===== config.mk =====
export PLATFORM = sky130hd
export DESIGN_NAME = piecewise_linear_color_map_flat
export DESIGN_NICKNAME = d
export VERILOG_FILES = /design/src/design/pwlcm_pkg.sv /design/src/design/pwlcm_ifs.sv /design/src/design/pwlcm_ram.sv /design/src/design/piecewise_linear_color_map.sv /design/src/flat_wrapper.sv
export SDC_FILE = /design/constraint.sdc
export NUM_CORES = 2
export LEC_CHECK = 0
export BUFFER_PORTS_ARGS = -buffer_cell sky130_fd_sc_hd__clkbuf_2
export CAP_MARGIN = 20
export CORE_MARGIN = 2
export CORE_UTILIZATION = 26
export CTS_CLUSTER_SIZE = 24
export DETAILED_ROUTE_END_ITERATION = 10
export PLACE_DENSITY_LB_ADDON = 0.08
export REMOVE_ABC_BUFFERS = 1
export SLEW_MARGIN = 20
export SYNTH_ARGS = -nofsm -noshare
export SYNTH_HDL_FRONTEND = slang
export SYNTH_SLANG_ARGS = --single-unit

===== constraint.sdc =====
create_clock -name clock -period 27.3 [get_ports clock]
set_clock_uncertainty 0.05 [all_clocks]
set_input_delay 5.46 -clock clock [delete_from_list [all_inputs] [get_ports clock]]
set_output_delay 5.46 -clock clock [all_outputs]
set_load 0.01 [all_outputs]

===== src/design/pwlcm_pkg.sv =====
// shared widths and codes of the piecewise linear color map
package pwlcm_pkg;

   localparam int SAMPLE_W    = 24;
   localparam int COLOR_W     = 32;
   localparam int INDEX_W     = 4;
   localparam int COUNT_W     = 5;
   localparam int CSR_INDEX_W = 1;
   localparam int CHAN_W      = 8;

   // command codes of an input word
   localparam logic CMD_COLORIZE    = 1'b0;
   localparam logic CMD_WRITE_POINT = 1'b1;

   // configuration register indexes
   localparam logic [CSR_INDEX_W-1:0] CSR_NAN_COLOR   = 1'b0;
   localparam logic [CSR_INDEX_W-1:0] CSR_POINT_COUNT = 1'b1;

   typedef enum logic [4:0] {
      ST_IDLE  = 5'b00001,
      ST_SCAN  = 5'b00010,
      ST_DIV   = 5'b00100,
      ST_BLEND = 5'b01000,
      ST_OUT   = 5'b10000
   } state_type;

endpackage


===== src/design/pwlcm_ifs.sv =====
// request and response channel interfaces of the piecewise linear color map
interface pwlcm_req_if
   import pwlcm_pkg::*;
();
   logic                       valid;
   logic                       ready;
   logic                       command;
   logic signed [SAMPLE_W-1:0] sample;
   logic                       sample_is_nan;
   logic [INDEX_W-1:0]         point_index;
   logic signed [SAMPLE_W-1:0] point_key;
   logic [COLOR_W-1:0]         point_color;

   modport source (
      output valid, command, sample, sample_is_nan, point_index, point_key, point_color,
      input  ready
   );
   modport sink (
      input  valid, command, sample, sample_is_nan, point_index, point_key, point_color,
      output ready
   );
endinterface

interface pwlcm_rsp_if
   import pwlcm_pkg::*;
();
   logic               valid;
   logic               ready;
   logic [COLOR_W-1:0] color;

   modport source (output valid, color, input ready);
   modport sink (input valid, color, output ready);
endinterface


===== src/design/pwlcm_ram.sv =====
// generic single write port ram with registered read
module pwlcm_ram #(
   parameter int WIDTH = 56,
   parameter int DEPTH = 16
) (
   input  logic                     clock,
   input  logic                     wr_en,
   input  logic [$clog2(DEPTH)-1:0] wr_addr,
   input  logic [WIDTH-1:0]         wr_data,
   input  logic                     rd_en,
   input  logic [$clog2(DEPTH)-1:0] rd_addr,
   output logic [WIDTH-1:0]         rd_data
);

   logic [WIDTH-1:0] mem_ff [DEPTH];
   logic [WIDTH-1:0] rd_data_ff;

   always_ff @(posedge clock) begin
      if (wr_en) begin
         mem_ff[wr_addr] <= wr_data;
      end
      if (rd_en) begin
         rd_data_ff <= mem_ff[rd_addr];
      end
   end

   assign rd_data = rd_data_ff;

endmodule


===== src/design/piecewise_linear_color_map.sv =====
// top level of the piecewise linear color map: search, divide and blend over a point ram
//
// usage
//   req_item carries one word per command. a write-point word stores key and color
//   in the point ram in the cycle it is accepted and gives no response word.
//   a colorize word gives exactly one response word on rsp_item.
//   csr_wr_en/csr_index/csr_data write nan_color (index 0) and point_count (index 1);
//   write them only while the block is idle.
// sequence and throughput
//   one colorize word is in flight at a time. nan samples and the gray ramp go
//   from the result register to the response register. an interpolated sample
//   passes key search (up to n ram reads, one per cycle, n = point_count
//   clamped to MAX_POINTS), the restoring divider, blending (one channel
//   multiply per cycle) and the load of the response register.
//   a write-point word leaves the controller idle, ready for the next word.
// reset and stall
//   reset clears the controller, the response valid flag, nan_color and point_count.
//   the point ram is not cleared; slots must be written before they are used.
//   the response register holds a word until rsp_item.ready; the block still takes
//   the next request, and the controller waits for the register before loading it.
module piecewise_linear_color_map
   import pwlcm_pkg::*;
#(
   parameter int MAX_POINTS = 16,
   parameter int FRAC_BITS  = 16
) (
   input  logic                   clock,
   input  logic                   reset,
   pwlcm_req_if.sink              req_item,
   pwlcm_rsp_if.source            rsp_item,
   input  logic                   csr_wr_en,
   input  logic [CSR_INDEX_W-1:0] csr_index,
   input  logic [COLOR_W-1:0]     csr_data
);

   localparam int AW      = $clog2(MAX_POINTS);
   localparam int CW      = $clog2(MAX_POINTS + 1);
   localparam int IW      = (AW > INDEX_W) ? AW : INDEX_W;
   localparam int ENTRY_W = SAMPLE_W + COLOR_W;
   localparam int QCW     = $clog2(FRAC_BITS + 1);
   localparam int DIFF_W  = SAMPLE_W + 1;
   localparam int GW      = (FRAC_BITS + 2 > SAMPLE_W + 1) ? FRAC_BITS + 2 : SAMPLE_W + 1;
   localparam int PROD_W  = FRAC_BITS + 11;

   localparam logic signed [GW-1:0] ONE_G   = GW'(64'd1 << FRAC_BITS);
   localparam logic [FRAC_BITS:0]   REL_ONE = {1'b1, {FRAC_BITS{1'b0}}};

   // control and configuration registers
   state_type                  state_ff, state_in;
   logic                       rsp_valid_ff, rsp_valid_in;
   logic [COLOR_W-1:0]         rsp_color_ff, rsp_color_in;
   logic [COLOR_W-1:0]         nan_color_ff, nan_color_in;
   logic [COUNT_W-1:0]         point_count_ff, point_count_in;

   // search, divide and blend datapath
   logic signed [SAMPLE_W-1:0] x_ff, x_in;
   logic [CW-1:0]              issue_ff, issue_in;
   logic                       dv_ff, dv_in;
   logic [AW-1:0]              chk_idx_ff, chk_idx_in;
   logic signed [SAMPLE_W-1:0] prev_key_ff, prev_key_in;
   logic [COLOR_W-1:0]         prev_col_ff, prev_col_in;
   logic [COLOR_W-1:0]         hi_col_ff, hi_col_in;
   logic [SAMPLE_W-1:0]        dk_ff, dk_in;
   logic [SAMPLE_W-1:0]        rem_ff, rem_in;
   logic [FRAC_BITS-1:0]       quo_ff, quo_in;
   logic [QCW-1:0]             qcnt_ff, qcnt_in;
   logic [FRAC_BITS:0]         rel_ff, rel_in;
   logic [1:0]                 ch_ff, ch_in;
   logic [COLOR_W-1:0]         res_ff, res_in;

   // point ram ports
   logic                       wr_en;
   logic [IW-1:0]              wr_idx;
   logic [ENTRY_W-1:0]         wr_data;
   logic                       rd_en;
   logic [AW-1:0]              rd_addr;
   logic [ENTRY_W-1:0]         rd_data;
   logic signed [SAMPLE_W-1:0] rd_key;
   logic [COLOR_W-1:0]         rd_col;

   logic                       accept_req;
   logic                       out_free;
   logic [CW-1:0]              n_use;
   logic [CW-1:0]              n_last;

   // gray ramp
   logic [FRAC_BITS:0]         gray_c;
   logic [FRAC_BITS+8:0]       gray_prod;
   logic [CHAN_W-1:0]          gray_v;
   logic [COLOR_W-1:0]         gray_color;

   // search and divider step
   logic signed [DIFF_W-1:0]   dx;
   logic signed [DIFF_W-1:0]   dk_s;
   logic [SAMPLE_W:0]          rem_2x;
   logic                       q_bit;
   logic [FRAC_BITS-1:0]       quo_next;

   // blend of one channel
   logic [CHAN_W-1:0]          chan_a;
   logic [CHAN_W-1:0]          chan_b;
   logic signed [CHAN_W:0]     chan_diff;
   logic signed [PROD_W-1:0]   chan_prod;
   logic signed [PROD_W-1:0]   chan_sh;
   logic [CHAN_W+1:0]          chan_sum;

   assign accept_req     = req_item.valid && req_item.ready;
   assign req_item.ready = (state_ff == ST_IDLE);
   assign out_free       = !rsp_valid_ff || rsp_item.ready;
   assign rsp_item.valid = rsp_valid_ff;
   assign rsp_item.color = rsp_color_ff;

   // count above the table depth behaves as a full table
   always_comb begin
      if (9'(point_count_ff) > 9'(MAX_POINTS)) begin
         n_use = CW'(MAX_POINTS);
      end else begin
         n_use = CW'(point_count_ff);
      end
   end
   assign n_last = n_use - CW'(1);

   // point writes go straight into the ram, out-of-table slots are dropped
   assign wr_idx  = IW'(req_item.point_index);
   assign wr_en   = accept_req && (req_item.command == CMD_WRITE_POINT) &&
                    ({5'b0, req_item.point_index} < 9'(MAX_POINTS));
   assign wr_data = {req_item.point_key, req_item.point_color};

   // one key read per cycle while scanning
   assign rd_en   = (state_ff == ST_SCAN) && (issue_ff < n_use);
   assign rd_addr = issue_ff[AW-1:0];
   assign rd_key  = signed'(rd_data[ENTRY_W-1:COLOR_W]);
   assign rd_col  = rd_data[COLOR_W-1:0];

   pwlcm_ram #(
      .WIDTH (ENTRY_W),
      .DEPTH (MAX_POINTS)
   ) u_point_ram (
      .clock   (clock),
      .wr_en   (wr_en),
      .wr_addr (wr_idx[AW-1:0]),
      .wr_data (wr_data),
      .rd_en   (rd_en),
      .rd_addr (rd_addr),
      .rd_data (rd_data)
   );

   // gray ramp: clamp to [0, 1.0], then floor(x * 255)
   always_comb begin
      if (req_item.sample < 0) begin
         gray_c = '0;
      end else if (GW'(req_item.sample) > ONE_G) begin
         gray_c = REL_ONE;
      end else begin
         gray_c = (FRAC_BITS + 1)'(req_item.sample);
      end
      gray_prod  = ((FRAC_BITS + 9)'(gray_c) << 8) - (FRAC_BITS + 9)'(gray_c);
      gray_v     = gray_prod[FRAC_BITS +: CHAN_W];
      gray_color = {8'hFF, gray_v, gray_v, gray_v};
   end

   // interval width and offset against the point below
   assign dx   = DIFF_W'(x_ff) - DIFF_W'(prev_key_ff);
   assign dk_s = DIFF_W'(rd_key) - DIFF_W'(prev_key_ff);

   // restoring divider step, remainder always below the divisor
   assign rem_2x   = {rem_ff, 1'b0};
   assign q_bit    = (rem_2x >= {1'b0, dk_ff});
   assign quo_next = {quo_ff[FRAC_BITS-2:0], q_bit};

   // c1 + floor((c2 - c1) * rel / 1.0) equals the weighted floor of both colors
   assign chan_a    = prev_col_ff[{ch_ff, 3'b000} +: CHAN_W];
   assign chan_b    = hi_col_ff[{ch_ff, 3'b000} +: CHAN_W];
   assign chan_diff = $signed({1'b0, chan_b}) - $signed({1'b0, chan_a});
   assign chan_prod = PROD_W'(chan_diff) * PROD_W'($signed({1'b0, rel_ff}));
   assign chan_sh   = chan_prod >>> FRAC_BITS;
   assign chan_sum  = chan_sh[CHAN_W+1:0] + {2'b00, chan_a};

   always_comb begin
      state_in       = state_ff;
      rsp_valid_in   = rsp_valid_ff && !rsp_item.ready;
      rsp_color_in   = rsp_color_ff;
      nan_color_in   = nan_color_ff;
      point_count_in = point_count_ff;
      x_in           = x_ff;
      issue_in       = issue_ff;
      dv_in          = 1'b0;
      chk_idx_in     = chk_idx_ff;
      prev_key_in    = prev_key_ff;
      prev_col_in    = prev_col_ff;
      hi_col_in      = hi_col_ff;
      dk_in          = dk_ff;
      rem_in         = rem_ff;
      quo_in         = quo_ff;
      qcnt_in        = qcnt_ff;
      rel_in         = rel_ff;
      ch_in          = ch_ff;
      res_in         = res_ff;

      if (csr_wr_en) begin
         unique case (csr_index)
            CSR_NAN_COLOR:   nan_color_in   = csr_data;
            CSR_POINT_COUNT: point_count_in = csr_data[COUNT_W-1:0];
            default: ;
         endcase
      end

      unique case (state_ff)
         ST_IDLE: begin
            if (accept_req && (req_item.command == CMD_COLORIZE)) begin
               if (req_item.sample_is_nan) begin
                  res_in   = nan_color_ff;
                  state_in = ST_OUT;
               end else if (n_use == '0) begin
                  res_in   = gray_color;
                  state_in = ST_OUT;
               end else begin
                  x_in     = req_item.sample;
                  issue_in = '0;
                  state_in = ST_SCAN;
               end
            end
         end
         ST_SCAN: begin
            if (rd_en) begin
               issue_in   = issue_ff + CW'(1);
               dv_in      = 1'b1;
               chk_idx_in = issue_ff[AW-1:0];
            end
            if (dv_ff) begin
               if (!(rd_key < x_ff)) begin
                  // first key at or above the sample
                  if (chk_idx_ff == '0) begin
                     res_in   = rd_col;
                     state_in = ST_OUT;
                  end else begin
                     hi_col_in = rd_col;
                     ch_in     = '0;
                     if (dx >= dk_s) begin
                        rel_in   = REL_ONE;
                        state_in = ST_BLEND;
                     end else begin
                        dk_in    = dk_s[SAMPLE_W-1:0];
                        rem_in   = dx[SAMPLE_W-1:0];
                        quo_in   = '0;
                        qcnt_in  = QCW'(FRAC_BITS);
                        state_in = ST_DIV;
                     end
                  end
               end else begin
                  prev_key_in = rd_key;
                  prev_col_in = rd_col;
                  // every key below the sample: last point's color
                  if (CW'(chk_idx_ff) == n_last) begin
                     res_in   = rd_col;
                     state_in = ST_OUT;
                  end
               end
            end
         end
         ST_DIV: begin
            if (q_bit) begin
               rem_in = SAMPLE_W'(rem_2x - {1'b0, dk_ff});
            end else begin
               rem_in = rem_2x[SAMPLE_W-1:0];
            end
            quo_in  = quo_next;
            qcnt_in = qcnt_ff - QCW'(1);
            if (qcnt_ff == QCW'(1)) begin
               rel_in   = {1'b0, quo_next};
               state_in = ST_BLEND;
            end
         end
         ST_BLEND: begin
            res_in[{ch_ff, 3'b000} +: CHAN_W] = chan_sum[CHAN_W-1:0];
            ch_in = ch_ff + 2'd1;
            if (ch_ff == 2'd3) begin
               state_in = ST_OUT;
            end
         end
         ST_OUT: begin
            if (out_free) begin
               rsp_valid_in = 1'b1;
               rsp_color_in = res_ff;
               state_in     = ST_IDLE;
            end
         end
         default: begin
            state_in = ST_IDLE;
         end
      endcase
   end

   always_ff @(posedge clock) begin
      if (reset) begin
         state_ff       <= ST_IDLE;
         rsp_valid_ff   <= 1'b0;
         nan_color_ff   <= '0;
         point_count_ff <= '0;
         dv_ff          <= 1'b0;
      end else begin
         state_ff       <= state_in;
         rsp_valid_ff   <= rsp_valid_in;
         nan_color_ff   <= nan_color_in;
         point_count_ff <= point_count_in;
         dv_ff          <= dv_in;
      end
   end

   always_ff @(posedge clock) begin
      rsp_color_ff <= rsp_color_in;
      x_ff         <= x_in;
      issue_ff     <= issue_in;
      chk_idx_ff   <= chk_idx_in;
      prev_key_ff  <= prev_key_in;
      prev_col_ff  <= prev_col_in;
      hi_col_ff    <= hi_col_in;
      dk_ff        <= dk_in;
      rem_ff       <= rem_in;
      quo_ff       <= quo_in;
      qcnt_ff      <= qcnt_in;
      rel_ff       <= rel_in;
      ch_ff        <= ch_in;
      res_ff       <= res_in;
   end

endmodule

===== src/flat_wrapper.sv =====
// flat-port wrapper written by rule: the top's interface ports become plain ports
module piecewise_linear_color_map_flat import pwlcm_pkg::*;
#(
   parameter int MAX_POINTS = 16,
   parameter int FRAC_BITS  = 16
)
  (clock, reset, csr_wr_en, csr_index, csr_data, req_item_valid, req_item_command, req_item_sample, req_item_sample_is_nan, req_item_point_index, req_item_point_key, req_item_point_color, req_item_ready, rsp_item_valid, rsp_item_color, rsp_item_ready);
  pwlcm_req_if req_item_i ();
  pwlcm_rsp_if rsp_item_i ();
  input  logic clock;
  input  logic reset;
  input  logic csr_wr_en;
  input  logic [CSR_INDEX_W-1:0] csr_index;
  input  logic [COLOR_W-1:0] csr_data;
  input wire logic [$bits(req_item_i.valid)-1:0] req_item_valid;
  input wire logic [$bits(req_item_i.command)-1:0] req_item_command;
  input wire logic [$bits(req_item_i.sample)-1:0] req_item_sample;
  input wire logic [$bits(req_item_i.sample_is_nan)-1:0] req_item_sample_is_nan;
  input wire logic [$bits(req_item_i.point_index)-1:0] req_item_point_index;
  input wire logic [$bits(req_item_i.point_key)-1:0] req_item_point_key;
  input wire logic [$bits(req_item_i.point_color)-1:0] req_item_point_color;
  output wire logic [$bits(req_item_i.ready)-1:0] req_item_ready;
  output wire logic [$bits(rsp_item_i.valid)-1:0] rsp_item_valid;
  output wire logic [$bits(rsp_item_i.color)-1:0] rsp_item_color;
  input wire logic [$bits(rsp_item_i.ready)-1:0] rsp_item_ready;
  assign req_item_i.valid = req_item_valid;
  assign req_item_i.command = req_item_command;
  assign req_item_i.sample = req_item_sample;
  assign req_item_i.sample_is_nan = req_item_sample_is_nan;
  assign req_item_i.point_index = req_item_point_index;
  assign req_item_i.point_key = req_item_point_key;
  assign req_item_i.point_color = req_item_point_color;
  assign req_item_ready = req_item_i.ready;
  assign rsp_item_valid = rsp_item_i.valid;
  assign rsp_item_color = rsp_item_i.color;
  assign rsp_item_i.ready = rsp_item_ready;
  piecewise_linear_color_map #(.MAX_POINTS(MAX_POINTS), .FRAC_BITS(FRAC_BITS)) u_core (.clock(clock), .reset(reset), .req_item(req_item_i), .rsp_item(rsp_item_i), .csr_wr_en(csr_wr_en), .csr_index(csr_index), .csr_data(csr_data));
endmodule

==> results.toml <==
[routing]
drtIter0Drc = 2046
ant_nets = 0
drt-total-wl_um = 174000
drtPass1Iterations = 6
wire_per_inst_um = 25.5
drcViolationCount = 0
num_vias = 31000
vias_per_cell = 4.55

[power_and_ir_drop]
seq_power_share = 0.503
clkPwrFrac = 0.452
p_leak_nw = 23.3
power_density_mw_per_mm2 = 63.9
switchingPower_w = 0.000956
intPower_w = 0.00335
combPwrFrac = 0.045
peakVddDrop_mv = 0.0427
p_sw_frac = 0.222

[global_route]
antenna_found_initial = 46
grt_first_pass_wirelength_um = 250000
track_usage = 0.155
grt_max_degree = 89
overflow = 0
grt_pass1_vias = 32900

[synthesis]
syn_area_mm2 = 0.0579
synth_cell_type_count = 76
ys_ff_latch = 1268
avgSynthCellArea_um2 = 16.8
synth-edff-count = 1224
async_reset_ff_frac = 0
synth_warnings = 0
syn-instance-count = 3454
yosysSeqAreaShare = 0.650
synthFlopType = "edfxtp_1"

[cts]
clkTransAtPathRegs_ps = 50
tritoncts = "done"
cts_sinks = 1268
ctsHoldBuffers = 0
post_cts_buffers = 0
cts_htree_levels = 4
clk_path_buf_depth = 3
post_cts_resized = 0
clk_latency_ps = 790
root_buffer = "clkbuf_16"
cts_buffers = 152

[timing]
setup_viol = 0
rsz0062_at_grt = "false"
maxSlewViolCount = 0
finalHoldViolCount = 0
layout_min_cycle_time_ps = 10100
holdWs_ps = 398
finalCritPeriodShare = 0.370
fmax_mhz = 99.0
setup_tns_ps = 0
worstMarginPinSlew_ps = 1090
max_slew_margin = 0.272

[finish]
layout.cells.most_common = "edfxtp_1"
final_cells = 6824
area_growth_pct = 16.5
drive_above_1_share = 0.204
final_nets = 4164
layout_common_cells = "1224 x edfxtp_1, 296 x mux4_2, 237 x inv_1"

[floorplanning]
dieArea_mm2 = 0.226
core_area_mm2 = 0.222
io_pins = 158
die_y_um = 476
fp-row-count = 173
die_x_um = 476
start_util = 0.261

[setup_path]
slowest_stage = "mux4_2"
end_kind = "flip-flop"
crit_type = "flip-flop to flip-flop"
critPathMaxFanout = 19
startpoint_type = "flip-flop"
crit_arrival_ps = 10620
cp_data_required_time_ps = 27820
worst_path_most_repeated_cell = "fa_1"
slowest_delay_ps = 600
reg2reg_slack_ps = 17200

[min_path]
worstHoldPathType = "flip-flop to flip-flop"

[placed_design]
place_inst = 6540
io_buffers = 157
gp_congestion = 0.800
dp.final_hpwl_um = 112000

[status]
outcome = "completed"

[run]
maxCapViolCount = 0
==> registers in the layout, summed over array words and instances (netlist names), 24 cells and up <==
signal,count
u_core.u_point_ram.mem_ff,896
u_core.u_point_ram.rd_data,56
u_core.hi_col_ff,32
u_core.nan_color_ff,32
u_core.prev_col_ff,32
u_core.res_ff,32
u_core.rsp_item.color,32
u_core.dk_ff,24
u_core.prev_key_ff,24
u_core.rem_ff,24
u_core.x_ff,24
==> worst paths after layout <==
kind / startpoint / to / cells after the start
worst max-delay path: u_core.ch_ff[0]$_SDFFCE_PN0P_ / u_core.res_ff[15]$_DFFE_PP_ / 37
worst min-delay path: u_core.res_ff[23]$_DFFE_PP_ / u_core.rsp_item.color[23]$_DFFE_PP_ / 0
worst max register to register: u_core.ch_ff[0]$_SDFFCE_PN0P_ / u_core.res_ff[15]$_DFFE_PP_ / 37
worst min register to register: u_core.res_ff[23]$_DFFE_PP_ / u_core.rsp_item.color[23]$_DFFE_PP_ / 0
==> kinds of logic (layout without fill, tap and decap cells) <==
group / Yosys count / count (layout) / share of synthesized area
flip-flops: 1268 / 1268 / 0.650
AND/OR/NAND/NOR: 655 / 655 / 0.0576
AO/OA/AOI/OAI: 437 / 437 / 0.0510
buffers and inverters: 361 / 749 / 0.0238
adder cells (fa/ha/maj): 321 / 321 / 0.0837
multiplexers: 321 / 321 / 0.120
XOR/XNOR: 91 / 91 / 0.0140
other: 0 / 7 / 0
==> cell type report <==
type | instances | area (um2)
clock buffers | 207 | 4140
inverters | 237 | 890
flip-flops and latches | 1268 | 37600
multi-input cells | 1825 | 19000
repair buffers | 235 | 1400
fillers | 21800 | 154000
clock inverters | 70 | 584
diodes | 7 | 17.5
well taps | 2975 | 3720
==> power groups by stage <==
| stage | Clock [W] | Sequential, W | Combinational (W) |
|---|---|---|---|
| after CTS | 0.00202 | 0.00217 | 0.000201 |
| after global routing | 0.00209 | 0.00217 | 0.000215 |
| after global placement | 0 | 0.00221 | 0.000201 |
| after detailed placement | 0 | 0.00221 | 0.000200 |
| final | 0.00195 | 0.00217 | 0.000195 |
| after floorplan | 0 | 0.00221 | 0.000103 |
==> layer usage <==
metal	global-route usage	vias to the layer above	routed length, um
met5	0	-	83
met4	0.0441	12	4690
met3	0.0223	256	5440
met2	0.272	554	88400
met1	0.198	16200	75600
li1	-	14000	-
==> synth_stat cells (all sizes together), types with 33 or more instances <==
library cell / n / area (um2)
a21o: 53 / 398
a21oi: 122 / 611
and2: 94 / 588
clkbuf: 95 / 357
dfxtp: 44 / 881
edfxtp: 1224 / 36800
fa: 110 / 2200
ha: 211 / 2640
inv: 237 / 890
mux4: 296 / 6670
nand2: 192 / 721
nand2b: 52 / 325
nand3: 33 / 165
nor2: 113 / 427
o21ai: 71 / 355
xnor2: 55 / 482
xor2: 35 / 307
==> critical path, delay by kind of cell, from the launching register on <==
kind                       cells  cell delay [ps]
AOI/OAI and AO/OA             12             2530
adders and majority gates      9             3680
xor gates and xnor gates       5             1160
muxes                          1              600
DFF                            1              430
and+or+nand+nor                5              620
buffers and inverters          5              780
==> through the flow <==
stage | setup slack, ps | area [um2] | power, W | utilization
3_3_place_gp | 16580 | 62700 | 0.00241 | 0.283
5_1_grt | 16540 | 67400 | 0.00447 | 0.304
4_1_cts | 17210 | 67400 | 0.00438 | 0.304
6_report | 17200 | 67400 | 0.00431 | 0.304
2_1_floorplan | 16360 | 57400 | 0.00231 | -
3_5_place_dp | 16620 | 62700 | 0.00241 | 0.283
No activity file was read; power rests on OpenSTA's default activity.
